`src/hdl/iirlp_pkg.sv`:
```
package iirlp_pkg;

    localparam int DATA_W    = 32;
    localparam int TAPS      = 5;
    localparam int FB_TAPS   = TAPS - 1;
    localparam int PROD_W    = 2 * DATA_W;
    // nine products of up to 2^62 each, plus the rounding constant
    localparam int ACC_W     = PROD_W + 4;
    // Q20.44 -> Q16.16
    localparam int RND_SHIFT = 28;
    localparam int RND_W     = ACC_W - RND_SHIFT;
    localparam int CFG_IDX_W = 3;

    typedef logic signed [DATA_W-1:0] t_word;

    typedef enum logic [CFG_IDX_W-1:0] {
        CFG_FF_OUTER  = 3'd0,
        CFG_FF_INNER  = 3'd1,
        CFG_FF_CENTER = 3'd2,
        CFG_FB_FIRST  = 3'd3,
        CFG_FB_SECOND = 3'd4,
        CFG_FB_THIRD  = 3'd5,
        CFG_FB_FOURTH = 3'd6,
        CFG_PEAK_THR  = 3'd7
    } t_cfg_idx;

    typedef struct packed {
        t_word ff_outer;
        t_word ff_inner;
        t_word ff_center;
        t_word fb_first;
        t_word fb_second;
        t_word fb_third;
        t_word fb_fourth;
        t_word peak_threshold;
    } t_coefs;

    localparam t_word RST_FF_OUTER  = 32'sd211617;
    localparam t_word RST_FF_INNER  = 32'sd858993;
    localparam t_word RST_FF_CENTER = 32'sd1261647;
    localparam t_word RST_FB_FIRST  = -32'sd883904270;
    localparam t_word RST_FB_SECOND = 32'sd1152715535;
    localparam t_word RST_FB_THIRD  = -32'sd699918608;
    localparam t_word RST_FB_FOURTH = 32'sd166456826;
    localparam t_word RST_PEAK_THR  = 32'sd78643;

    localparam t_word WORD_MAX = 32'sh7FFF_FFFF;
    localparam t_word WORD_MIN = 32'sh8000_0000;

endpackage

```
`src/hdl/iirlp_cfg_regs.sv`:
```
module iirlp_cfg_regs (
    input  logic                                i_clk,
    input  logic                                i_rst_n,
    input  logic                                i_cfg_we,
    input  logic [iirlp_pkg::CFG_IDX_W-1:0]     i_cfg_index,
    input  logic [iirlp_pkg::DATA_W-1:0]        i_cfg_data,
    output iirlp_pkg::t_coefs                   o_coefs
);

    iirlp_pkg::t_coefs r_coefs;
    iirlp_pkg::t_coefs n_coefs;

    always_comb begin
        n_coefs = r_coefs;
        if (i_cfg_we) begin
            unique case (iirlp_pkg::t_cfg_idx'(i_cfg_index))
                iirlp_pkg::CFG_FF_OUTER:  n_coefs.ff_outer       = i_cfg_data;
                iirlp_pkg::CFG_FF_INNER:  n_coefs.ff_inner       = i_cfg_data;
                iirlp_pkg::CFG_FF_CENTER: n_coefs.ff_center      = i_cfg_data;
                iirlp_pkg::CFG_FB_FIRST:  n_coefs.fb_first       = i_cfg_data;
                iirlp_pkg::CFG_FB_SECOND: n_coefs.fb_second      = i_cfg_data;
                iirlp_pkg::CFG_FB_THIRD:  n_coefs.fb_third       = i_cfg_data;
                iirlp_pkg::CFG_FB_FOURTH: n_coefs.fb_fourth      = i_cfg_data;
                iirlp_pkg::CFG_PEAK_THR:  n_coefs.peak_threshold = i_cfg_data;
                default:                  n_coefs                = r_coefs;
            endcase
        end
    end

    always_ff @(posedge i_clk) begin
        if (!i_rst_n) begin
            r_coefs.ff_outer       <= iirlp_pkg::RST_FF_OUTER;
            r_coefs.ff_inner       <= iirlp_pkg::RST_FF_INNER;
            r_coefs.ff_center      <= iirlp_pkg::RST_FF_CENTER;
            r_coefs.fb_first       <= iirlp_pkg::RST_FB_FIRST;
            r_coefs.fb_second      <= iirlp_pkg::RST_FB_SECOND;
            r_coefs.fb_third       <= iirlp_pkg::RST_FB_THIRD;
            r_coefs.fb_fourth      <= iirlp_pkg::RST_FB_FOURTH;
            r_coefs.peak_threshold <= iirlp_pkg::RST_PEAK_THR;
        end else begin
            r_coefs <= n_coefs;
        end
    end

    assign o_coefs = r_coefs;

endmodule

```
`config.mk`:
```
export PLATFORM = sky130hd
export DESIGN_NAME = iirlp_cfg_regs
export DESIGN_NICKNAME = d
export VERILOG_FILES = /design/src/hdl/iirlp_pkg.sv /design/src/hdl/iirlp_cfg_regs.sv
export SDC_FILE = /design/constraint.sdc
export NUM_CORES = 1
export LEC_CHECK = 0
export ABC_AREA = 1
export BUFFER_PORTS_ARGS = -buffer_cell sky130_fd_sc_hd__buf_2
export CORE_MARGIN = 2
export CORE_UTILIZATION = 43
export CTS_BUF_LIST = sky130_fd_sc_hd__clkbuf_16
export CTS_CLUSTER_DIAMETER = 150
export DETAILED_ROUTE_END_ITERATION = 12
export HOLD_SLACK_MARGIN = 0.15
export PLACE_DENSITY = 0.69
export REMOVE_ABC_BUFFERS = 1
export SLEW_MARGIN = 20
export SYNTH_ARGS = -nofsm -noshare
export SYNTH_HDL_FRONTEND = slang
export SYNTH_SLANG_ARGS = --single-unit
```
`constraint.sdc`:
```
create_clock -name i_clk -period 1.14 [get_ports i_clk]
set_input_delay 0.114 -clock i_clk [delete_from_list [all_inputs] [get_ports i_clk]]
set_output_delay 0.114 -clock i_clk [all_outputs]
set_load 0.01 [all_outputs]
```
**After elaboration in Yosys (flattened, before gate mapping)**

Index checks and enable logic that the tools add are counted.
W data, S select, Z words.

- Eq/ne operators: 7
- Reductions and logical operators: 9

Operators by type and width:

| operator | number |
|---|---|
| $reduce_and A2 Y1 | 8 |
| $eq A3 B3 Y1 const B | 4 |
| $eq A3 B2 Y1 const B | 2 |
| $eq A3 B1 Y1 const B | 1 |
| $logic_not A3 Y1 | 1 |

- Flip-flop bits (word level): 256
- Input bits: 38
- Output and inout bits: 256
- Logic and storage cells: 24

**Logic depth before layout (Yosys ltp)**

- Depth after elaboration: 2
- Mapped depth: 7

**Worst setup path after synthesis**

Ideal clock, no wire load.

- Path kind: input -> register
- Start point: input i_cfg_index[2] in the netlist's numbering
- End point: register r_coefs, in the netlist o_coefs[127]
- Arrival: 859 ps
- Required time: 1027 ps
- Slack: 168 ps
- Stages: 7
- Cells stage by stage: nand2_1 -> inv_2 -> buf_2 -> buf_2 -> nand3_1 -> nand2_1 -> nor2_1

- Word-level cells in the longest chain between the ends: 2

Ends and longest elaborated chain:

| element | line | text |
|---|---|---|
| from (decl) | iirlp_cfg_regs.sv:5 | `input logic [iirlp_pkg::CFG_IDX_W-1:0] i_cfg_index,` |
| $eq A3 B3 Y1 | iirlp_cfg_regs.sv:16 | `unique case (iirlp_pkg::t_cfg_idx'(i_cfg_index))` |
| $reduce_and A2 Y1 (no line) | - |  |
| to (signal assigned) | iirlp_cfg_regs.sv:41 | `r_coefs <= n_coefs;` |
| to (decl) | iirlp_cfg_regs.sv:10 | `iirlp_pkg::t_coefs r_coefs;` |

Every way passes these cells.
A chain may end at the register's enable or synchronous reset.

**Worst setup path after layout**

- Start point: register r_coefs, in the netlist o_coefs[8]
- End point: output o_coefs[8] in the netlist's numbering

RTL lines:

| element | line | text |
|---|---|---|
| to (decl) | iirlp_cfg_regs.sv:7 | `output iirlp_pkg::t_coefs o_coefs` |

No word-level cell between the ends.

==> flow_summary.ini <==
[place]
place_hpwl_mm = 22.0
gp_congestion = 0.830
pre_cts_ws_ns = -0.0746
port-buffer-count = 293

[synthesis]
netlist_instances = 1330
yosysWarnings = 0
yosysSeqAreaShare = 0.536
ys_seq_elements = 256
syn_area_sq_mm = 0.00955
synth.distinct_cells = 14
syn_avg_cell_area_sq_um = 7.18

[power_and_ir_drop]
power.switching_mw = 4.98
p_per_area_mw_per_mm2 = 1450
ir_drop_v = 0.000986
p_clk_frac = 0.400
p_int_mw = 14.7
leakage_nw = 6.56
p_seq_frac = 0.481
switching_share = 0.253
comb_power_share = 0.119

[cts]
insertion_delay_ns = 0.52
path_clk_slew_ns = 0.06
clkSinkCount = 256
htree_levels = 1
clk_path_buf_depth = 3
cts_buffers = 27
cts_tree = yes
root_buffer = clkbuf_16

[floorplan]
start_util = 0.438
coreArea_sq_mm = 0.0218
die_y_um = 153
io_pins = 294
die_area_sq_mm = 0.0234
num_rows = 54
dieWidth_um = 153

[status]
status = completed

[critical_path]
crit_required_ns = 1.03
path_class = reg2out
cp_slowest_cell = dfxtp_1
cp-start-kind = register
cpPeakStageDelay_ns = 0.35
worstPathCellList = buf_2
cp.arrival_ns = 1.02
cp_num_buf_inv = 1
path_delay_family = flip-flops
critPathCaptureType = primary output
crit_fanout = 2

[global_route]
grt_pass1_vias = 9335
antenna_found_initial = 0
grt_max_degree = 55
grt_overflow_total = 0
grt_pass1_wl_mm = 51.7
grt_usage = 0.271

[timing]
hold_viol = 0
worst_slew_pin_slew_ns = 0.361
drv_slew = 0
fin_crit_sh = 0.991
finalWorstSetupSlack_ns = 0.00994
setup_viol = 0
slew_headroom = 0.759
period_needed_ns = 1.13
whs_ns = 0.123
fin_skew_ns = 0
fmaxAchievable_ghz = 0.885

[route]
drc = 0
via_per_inst = 5.05
dr.pass1.iters = 6
drtIter0Drc = 610
ant_nets = 0
drt_wl_total_mm = 33.6
vias = 10000
wire_per_inst_um = 16.9

[finish]
drive_gt1_frac = 0.283
fin_util = 0.620
fin_nets = 1723
layout_commonest_cell = nand2_1
antennaDiodeCount = 0
multi_input_area_sq_mm = 0.00395
seqCellArea_sq_mm = 0.00522
fillers = 2003
mostFrequentLayoutCells = nand2_1 (390), nor2_1 (310), buf_2 (258)
largest_register_ffs = 256
area_delta_synth_final_pct = 41.7

[flow_run]
max-cap-violations = 0

[min_path]
min_path_type = in2reg
[through the flow]
stage | area [sq um] | power [mW] | std cells | TNS (ns)
after floorplan | 9150 | 10.6 | 1243 | -225.50
after global placement | 11900 | 11.7 | 1878 | -0.561
after detailed placement | 11900 | 11.7 | 1878 | -3.68
after CTS | 13300 | 19.7 | 1978 | 0
after global routing | 13500 | 20.4 | 1981 | -0.00339
final | 13500 | 19.7 | 1981 | 0
[kinds of logic after synthesis]
group                  after synthesis  synth area share
buffers and inverters              126            0.0579
AND/OR/NAND/NOR                    948             0.406
flip-flops                         256             0.536
[final timing paths]
path	endpoint	cells past startpoint	slack, ns	startpoint
max	o_coefs[8]	1	0.01	o_coefs[8]$_SDFFE_PN1P_
min	o_coefs[98]$_SDFFE_PN1P_	3	0.12	i_rst_n
max reg2reg	o_coefs[160]$_SDFFE_PN1P_	3	0.04	o_coefs[160]$_SDFFE_PN1P_
min reg2reg	o_coefs[70]$_SDFFE_PN1P_	2	0.45	o_coefs[70]$_SDFFE_PN1P_
[Yosys cell counts, drive strengths merged]
cell | count | share of area
buf | 54 | 0.030
inv | 39 | 0.015
nand2 | 393 | 0.15
nor2 | 322 | 0.13
clkbuf | 33 | 0.013
nand3 | 233 | 0.12
dfxtp | 256 | 0.54
[tightest hold or removal path, stage by stage]
cell and delay, ns:
clkbuf_8 0.19, buf_12 0.20, nand3_1 0.09
[power groups by stage]
stage	clock network, mW	registers (mW)	logic [mW]
5_1_grt	8.32	9.49	2.55
6_report	7.87	9.46	2.34
4_1_cts	7.98	9.43	2.27
3_3_place_gp	0	9.62	2.09
3_5_place_dp	0	9.62	2.12
2_1_floorplan	0	9.76	0.787
[metal layers]
layer | global-route usage | wire (um) | up-vias
met4 | 0.0763 | 896 | 0
met3 | 0.0502 | 2820 | 73
met1 | 0.361 | 14100 | 4617
li1 | - | - | 4848
met5 | 0 | 0 | -
met2 | 0.453 | 15800 | 470
[layout make-up]
cell class	instances	share of cell area
Clock buffer	27	0.0499
Tap cell	280	0.0259
Clock inverter	18	0.00702
Multi-Input combinational cell	948	0.292
Timing Repair Buffer	413	0.229
Inverter	39	0.0110
Sequential cell	256	0.385
[what timing repair did]
item	4_1_cts	5_1_grt
gates resized for setup	13	101
pin swaps	0	1
buffers inserted	0	4
cloned	0	0
setup endpoints to repair	13	92
hold buffers	55	5
endpoints found under the hold margin	254	9
(Power assumes the default switching activity.)
