==> src/hdl/iirlp_pkg.sv <==
package iirlp_pkg;

    localparam int DATA_W    = 32;
    localparam int TAPS      = 5;
    localparam int FB_TAPS   = TAPS - 1;
    localparam int PROD_W    = 2 * DATA_W;
    // nine products of up to 2^62 each, plus the rounding constant
    localparam int ACC_W     = PROD_W + 4;
    // Q20.44 -> Q16.16
    localparam int RND_SHIFT = 28;
    localparam int RND_W     = ACC_W - RND_SHIFT;
    localparam int CFG_IDX_W = 3;

    typedef logic signed [DATA_W-1:0] t_word;

    typedef enum logic [CFG_IDX_W-1:0] {
        CFG_FF_OUTER  = 3'd0,
        CFG_FF_INNER  = 3'd1,
        CFG_FF_CENTER = 3'd2,
        CFG_FB_FIRST  = 3'd3,
        CFG_FB_SECOND = 3'd4,
        CFG_FB_THIRD  = 3'd5,
        CFG_FB_FOURTH = 3'd6,
        CFG_PEAK_THR  = 3'd7
    } t_cfg_idx;

    typedef struct packed {
        t_word ff_outer;
        t_word ff_inner;
        t_word ff_center;
        t_word fb_first;
        t_word fb_second;
        t_word fb_third;
        t_word fb_fourth;
        t_word peak_threshold;
    } t_coefs;

    localparam t_word RST_FF_OUTER  = 32'sd211617;
    localparam t_word RST_FF_INNER  = 32'sd858993;
    localparam t_word RST_FF_CENTER = 32'sd1261647;
    localparam t_word RST_FB_FIRST  = -32'sd883904270;
    localparam t_word RST_FB_SECOND = 32'sd1152715535;
    localparam t_word RST_FB_THIRD  = -32'sd699918608;
    localparam t_word RST_FB_FOURTH = 32'sd166456826;
    localparam t_word RST_PEAK_THR  = 32'sd78643;

    localparam t_word WORD_MAX = 32'sh7FFF_FFFF;
    localparam t_word WORD_MIN = 32'sh8000_0000;

endpackage

==> src/hdl/iirlp_peak.sv <==
module iirlp_peak (
    input  iirlp_pkg::t_word  i_yh [iirlp_pkg::TAPS],
    input  iirlp_pkg::t_word  i_threshold,
    output logic              o_peak
);

    // index 0 is the newest output; the middle one must stand above both sides
    assign o_peak = (i_yh[0] < i_yh[1])
                 && (i_yh[1] < i_yh[2])
                 && (i_yh[2] > i_yh[3])
                 && (i_yh[3] > i_yh[4])
                 && (i_yh[2] > i_threshold);

endmodule

==> config.mk <==
export PLATFORM = sky130hd
export DESIGN_NAME = iirlp_peak
export DESIGN_NICKNAME = d
export VERILOG_FILES = /design/src/hdl/iirlp_pkg.sv /design/src/hdl/iirlp_peak.sv
export SDC_FILE = /design/constraint.sdc
export NUM_CORES = 1
export LEC_CHECK = 0
export ABC_AREA = 1
export BUFFER_PORTS_ARGS = -buffer_cell sky130_fd_sc_hd__buf_2
export CAP_MARGIN = 40
export CELL_PAD_IN_SITES_DETAIL_PLACEMENT = 1
export CELL_PAD_IN_SITES_GLOBAL_PLACEMENT = 2
export CORE_MARGIN = 3
export CORE_UTILIZATION = 24
export DETAILED_ROUTE_END_ITERATION = 8
export PLACE_DENSITY_LB_ADDON = 0.08
export SYNTH_ARGS = -nofsm -noshare
export SYNTH_HDL_FRONTEND = slang
export SYNTH_SLANG_ARGS = --single-unit
==> constraint.sdc <==
create_clock -name vclk -period 2.33
set_input_delay 0.3495 -clock vclk [all_inputs]
set_output_delay 0.3495 -clock vclk [all_outputs]
set_load 0.01 [all_outputs]
# Word level (Yosys, flattened, before mapping)
# Cells that the tools add are included.
[word_totals]
ff_bits = 0
latchBits = 0
ramBits = 0
mem_bits_ro = 0
out_inout_bits = 1
wordCells = 9
mem_count = 0
[op_classes]
add_sub_neg = 0
multipliers = 0
div_mod_pow = 0
magnitude_cmp = 5
n_eq_ne = 0
shifts = 0
n_mux = 0
n_bitwise = 0
reduce_logical = 4
[ops]
columns = ["operator", "n"]
rows = [
  ["$gt 32x32->1", 3],
  ["$lt 32x32->1", 2],
  ["$logic_and 1x1->1", 4],
]

# Longest topological paths before layout
# Gate-level depths: netlist (run 1).
[depth]
ltp_word = 5
ltp_mapped = 16

# Least setup slack after synthesis (run 1)
# Ideal clock, no wire load.
[synth_path]
kind = "input to output"
from = "input port i_yh[63] (netlist name)"
to = "output port o_peak"
arrival_time_ns = 1.644
path_slack_ns = 0.337
stages = 12
n_path_buf = 0
path_cell_list = "inv_1 -> ha_1 -> a21o_2 -> nor2_1 -> nand2_1 -> a21oi_1 -> nand3_1 -> nand2_1 -> nand2_1 -> nor2_1 -> nand3_1 -> nor2_1"
[synth_between]
elab_chain_cells = 4
[synth_lines]
columns = ["element", "line", "text"]
rows = [
  ["start: declaration", "iirlp_peak.sv:2", "input iirlp_pkg::t_word i_yh [iirlp_pkg::TAPS],"],
  ["$gt 32x32->1", "iirlp_peak.sv:10", "&& (i_yh[2] > i_yh[3])"],
  ["$logic_and 1x1->1", "iirlp_peak.sv:10", ""],
  ["$logic_and 1x1->1 (*)", "iirlp_peak.sv:11", "&& (i_yh[3] > i_yh[4])"],
  ["$logic_and 1x1->1 (*)", "iirlp_peak.sv:12", "&& (i_yh[2] > i_threshold);"],
  ["end: declaration", "iirlp_peak.sv:4", "output logic o_peak"],
]
# Every way passes the cells marked *; elsewhere a longest branch is shown, timed or not.

# Worst setup path in the final report (run 1)
[layout_path]
from = "input port i_yh[37] (netlist name)"
to = "output port o_peak"
# Same word-level chain as after synthesis.

==> results of run 1 <==
==> final cells by class <==
type,count,share of cell area (%)
repair buffers,215,18.9
inverters,196,10.9
well taps,225,4.12
multi-input cells,502,66.1
==> routing by layer <==
layer	share of wire (%)	GRT usage [%]	wire length [um]
met1	46	20.1	7340
met2	50	27.2	7850
met3	4.1	1.27	647
met4	0	0.360	0
met5	0	0	0
==> stage by stage <==
stage | util [%] | hold slack, ps | TNS [ps] | power (mW) | worst slack, ps
2_1_floorplan | - | 1050 | 0 | 0.523 | 337
4_1_cts | 33.2 | 1300 | 0 | 0.965 | 1.36
5_1_grt | 39.3 | 1360 | -58.2 | 1.38 | -58.2
3_3_place_gp | 32.4 | 1320 | -75.1 | 0.883 | -75.1
3_5_place_dp | 32.4 | 1290 | -122 | 0.928 | -122
6_report | 39.3 | 1290 | 0 | 1.20 | 78.8
==> final timing paths <==
| kind | startpoint | endpoint | slack [ps] | cells past startpoint |
|---|---|---|---|---|
| setup / recovery | i_yh[37] | o_peak | 80 | 12 |
| hold / removal | i_yh[158] | o_peak | 1290 | 8 |
==> cells in the mapped netlist, drive strengths merged <==
cell type	number	share of area, %
inv	196	17
ha	158	46
nand2	151	13
a21oi	66	7.7
nor2	49	4.4
nand3	18	2.1
o21ai	15	1.8
nand4	11	1.6
nor3	10	1.3
a21o	5	0.91
o21a	5	0.88
o21bai	5	0.88
and3	2	0.29
nand3b	2	0.35
nor4	2	0.44
o211ai	2	0.35
or2	1	0.15
==> logic make-up (layout without fill, tap and decap cells) <==
group | Yosys count | after routing
and+or+nand+nor | 246 | 246
buffers and inverters | 196 | 411
adders and majority gates | 158 | 158
AOI/OAI and AO/OA | 98 | 98
==> where the power goes <==
group | switching [mW] | internal, mW | total (mW)
logic | 0.627 | 0.572 | 1.20
registers | 0 | 0 | 0
clock network | 0 | 0 | 0
total | 0.627 | 0.572 | 1.20
==> timing repair <==
item,in CTS,in global routing
buffers inserted,1,6
pin swaps,19,96
resized for setup,25,226
endpoints found under the setup margin,1,1
==> results_dict.tcl, run 1 <==
set metrics [dict create \
    rsz0062_at_grt "yes" \
    fin_nets 1265 \
    grt_max_degree 4 \
    drv_cap 0 \
    n_antenna_cell 0 \
    multi_input_area_sq_um 4510 \
    drive_gt1_share_pct 43.2 \
    num_rows 48 \
    io_pins 193 \
    coreArea_sq_um 17400 \
    gp_congestion 0.832 \
    final_area_sq_um 6830 \
    wl_per_cell_um 13.9 \
    antenna_found_initial 0 \
    drt_iter0_drc 71 \
    syn_nets 1048 \
    hpwl_um 14400 \
    synth_top_family_by_area "adder cells" \
    startpoint_type "primary input" \
    antenna_left 0 \
    slew_viol_final 0 \
    netlist_area_sq_um 4270 \
    grt_pass1_vias 5444 \
    postCtsHoldBufs 0 \
    fin_cells 1138 \
    track_usage_pct 14.9 \
    port_buffers 193 \
    routed_wl_um 15800 \
    placed_cells 1131 \
    required_ps 1980 \
    fmax_mhz 444 \
    worst_slew_pin_slew_ps 274 \
    dr.pass1.iters 4 \
    drc_errors 0 \
    setup_viol 0 \
    crit_top_cell "buf_2" \
    power-per-cell-area_nw_per_um2 176 \
    place_area_sq_um 5630 \
    die_x_um 139 \
    ys_warn_count 0 \
    nClkBuffers 0 \
    n_fill_cell 2239 \
    cp_slowest_stage_delay_ps 270 \
    synthMuxAreaShare_pct 0 \
    ir_drop_mv 0.0641 \
    critPathTopFamily "simple AND/OR/NAND/NOR gates" \
    worst_ep_arrival_time_ps 1900 \
    dieArea_sq_um 19400 \
    vias 5046 \
    synth-xor-area-share_pct 0 \
    path_class "in2out" \
    ff_latch_area_sq_um 0 \
    hold_viol 0 \
    synthAdderAreaFrac_pct 46.3 \
    worstPathCellList "buf_2 > inv_1 > ha_4 > nand2_2 > nor2_4 > nand4_1 > or2_4 > o211ai_1 > nor2_2 > nand3_2 > nor2_1 > buf_2" \
    critical_path.slowest_cell "ha_4" \
    final_cell_mix "162 x inv_1, 161 x buf_2, 112 x nand2_1" \
    fp.dieH_um 139 \
    yosysUniqueCellTypes 22 \
    post-route-period-util_pct 96.6 \
    synth-simple-area-share_pct 24.0 \
    final_common_cell "inv_1" \
    hold_path_class "in2out" \
    min_period_ps 2250 \
    grt_overflow_total 0 \
    viasPerCell 4.43 \
    synth_compound_area_share_pct 12.5 \
    status "completed" \
    avgSynthCellArea_sq_um 6.12 \
    syn_inst 698 \
    crit_path_end_kind "output port" \
    synthToLayoutAreaGrowth_pct 59.9 \
    seq_cell_count 0 \
    grt_pass1_wl_um 24700 \
    ys_seq_area_share_pct 0 \
    p_leak_nw 3.92 \
    start_util_pct 24.6 \
    crit_buf_inv 3 \
    path_max_fanout 2 \
    relSlewSlack_pct 81.6 \
]
Power figures use the tool's default switching activity.
==> run 2, diff against run 1 <==
--- a/config.mk
+++ b/config.mk
@@ -6,13 +6,13 @@
 export NUM_CORES = 1
 export LEC_CHECK = 0
 export ABC_AREA = 1
-export BUFFER_PORTS_ARGS = -buffer_cell sky130_fd_sc_hd__buf_2
 export CAP_MARGIN = 40
 export CELL_PAD_IN_SITES_DETAIL_PLACEMENT = 1
 export CELL_PAD_IN_SITES_GLOBAL_PLACEMENT = 2
-export CORE_MARGIN = 3
-export CORE_UTILIZATION = 24
+export CORE_MARGIN = 5
+export CORE_UTILIZATION = 34
 export DETAILED_ROUTE_END_ITERATION = 8
+export DONT_BUFFER_PORTS = 1
 export PLACE_DENSITY_LB_ADDON = 0.08
 export SYNTH_ARGS = -nofsm -noshare
 export SYNTH_HDL_FRONTEND = slang
==> constraint.sdc (replaced) <==
create_clock -name vclk -period 2.33
set_input_delay 0.3495 -clock vclk [all_inputs]
set_output_delay 0.3495 -clock vclk [all_outputs]
set_load 0.005 [all_outputs]
==> run 2 against run 1 <==
Effect of this change:
- worst setup slack improved by 90 ps
- die area fell by 23%
- fmax is 4.1% higher
- via count is 16% lower
- global-route usage increased by 1.9 points
- total power shrank 43%
- critical endpoint unchanged
- largest power group unchanged
==> results_dict.tcl, run 2 (synthesis results as in run 1) <==
set metrics [dict create \
    drv_cap 0 \
    gp_congestion 0.810 \
    grt_pass1_wl_um 20700 \
    fmax_mhz 463 \
    relSlewSlack_pct 61.6 \
    drt-met1-wl_um 5660 \
    startpoint_type "primary input" \
    antenna_found_initial 0 \
    pre_cts_slack_ps 44.4 \
    multi_input_area_sq_um 3590 \
    worst_slew_pin_slew_ps 571 \
    track_usage_pct 16.8 \
    antenna_left 0 \
    placed_cells 874 \
    worstPathCellList "inv_1 > ha_1 > nand2_1 > nor4_1 > nand4_1 > o211ai_1 > nor2_1 > nand3_1 > nor2_2" \
    cp_slowest_stage_delay_ps 550 \
    num_rows 41 \
    routed_wl_um 13000 \
    setup_viol 0 \
    status "completed" \
    slew_viol_final 0 \
    viasPerCell 4.84 \
    finalSetupTns_ps 0 \
    ir_drop_mv 0.0412 \
    coreArea_sq_um 12500 \
    hold_path_class "in2out" \
    final_common_cell "inv_1" \
    postCtsHoldBufs 0 \
    path_max_fanout 3 \
    critPathTopFamily "simple AND/OR/NAND/NOR gates" \
    path_class "in2out" \
    drt_iter0_drc 58 \
    final_cell_mix "196 x inv_1, 157 x ha_1, 149 x nand2_1" \
    drive_gt1_share_pct 3.28 \
    io_pins 193 \
    hold_viol 0 \
    whs_ps 1100 \
    n_antenna_cell 0 \
    highest_layer "met4" \
    dieArea_sq_um 14900 \
    worst_ep_arrival_time_ps 1810 \
    hpwl_um 12600 \
    start_util_pct 34.3 \
    synthToLayoutAreaGrowth_pct 7.03 \
    ff_latch_area_sq_um 0 \
    n_fill_cell 1672 \
    die_x_um 122 \
    p_leak_nw 2.98 \
    post-route-period-util_pct 92.8 \
    cts_setup_buffers 0 \
    min_period_ps 2160 \
    fin_nets 1054 \
    vias 4228 \
    rsz0062_at_grt "no" \
    crit_path_end_kind "output port" \
    grt_pass1_vias 4586 \
    fin_ws_ps 169 \
    critical_path.slowest_cell "nor4_1" \
    finalPower_mw 0.687 \
    power-per-cell-area_nw_per_um2 150 \
    port_buffers 0 \
    crit_buf_inv 1 \
    seq_cell_count 0 \
    fp.dieH_um 122 \
    grt_max_degree 5 \
    dr_wl_met2_um 6230 \
    grt_overflow_total 0 \
    route.met3.wl_um 972 \
    fin_cells 874 \
    required_ps 1980 \
    drc_errors 0 \
    nClkBuffers 0 \
    dr.pass1.iters 4 \
    wl_per_cell_um 14.8 \
]
-- run 2: changes by cell type in the layout (fill, tap and decap cells not counted), moves of 13 or more --
cell / before / now
buf_2: 161 / 0
ha_1: 108 / 157
ha_4: 50 / 1
nand2_1: 112 / 149
inv_1: 162 / 196
nand2_2: 35 / 2
inv_2: 31 / 0
buf_4: 34 / 4
buf_6: 17 / 0
a21oi_1: 49 / 64
a21oi_2: 16 / 2
nor2_1: 31 / 44
-- run 2: area by class of cell --
class | instances | area share (%)
timing repair buffer | 4 | 0.657
tap | 172 | 4.71
multi-input combinational | 502 | 78.5
inverter | 196 | 16.1
-- run 2: worst paths after layout --
kind | start | end | slack [ps] | cells past startpoint
max | i_yh[7] | o_peak | 170 | 9
min | i_yh[159] | o_peak | 1100 | 6
-- run 2: metrics by stage --
step / cell area, sq um / util, %
after CTS: 4520 / 36.2
after detailed placement: 4520 / 36.2
after global routing: 4570 / 36.7
final: 4570 / 36.7
after floorplan: 4270 / -
after global placement: 4520 / 36.2
-- run 2: timing repair --
action,in CTS,in global routing
setup endpoints to repair,0,1
endpoints found under the hold margin,0,0
resized for setup,0,12
-- run 2: power breakdown --
| part | internal [mW] | leakage [nW] | switching, mW |
|---|---|---|---|
| clock network | 0 | 0 | 0 |
| logic | 0.294 | 2.98 | 0.394 |
| registers | 0 | 0 | 0 |
-- run 2: routing by layer --
layer,up-vias,global-route usage [%]
met5,-,0
met4,0,1.75
met3,6,3.39
met2,116,31.3
met1,1876,20.6
li1,2230,-
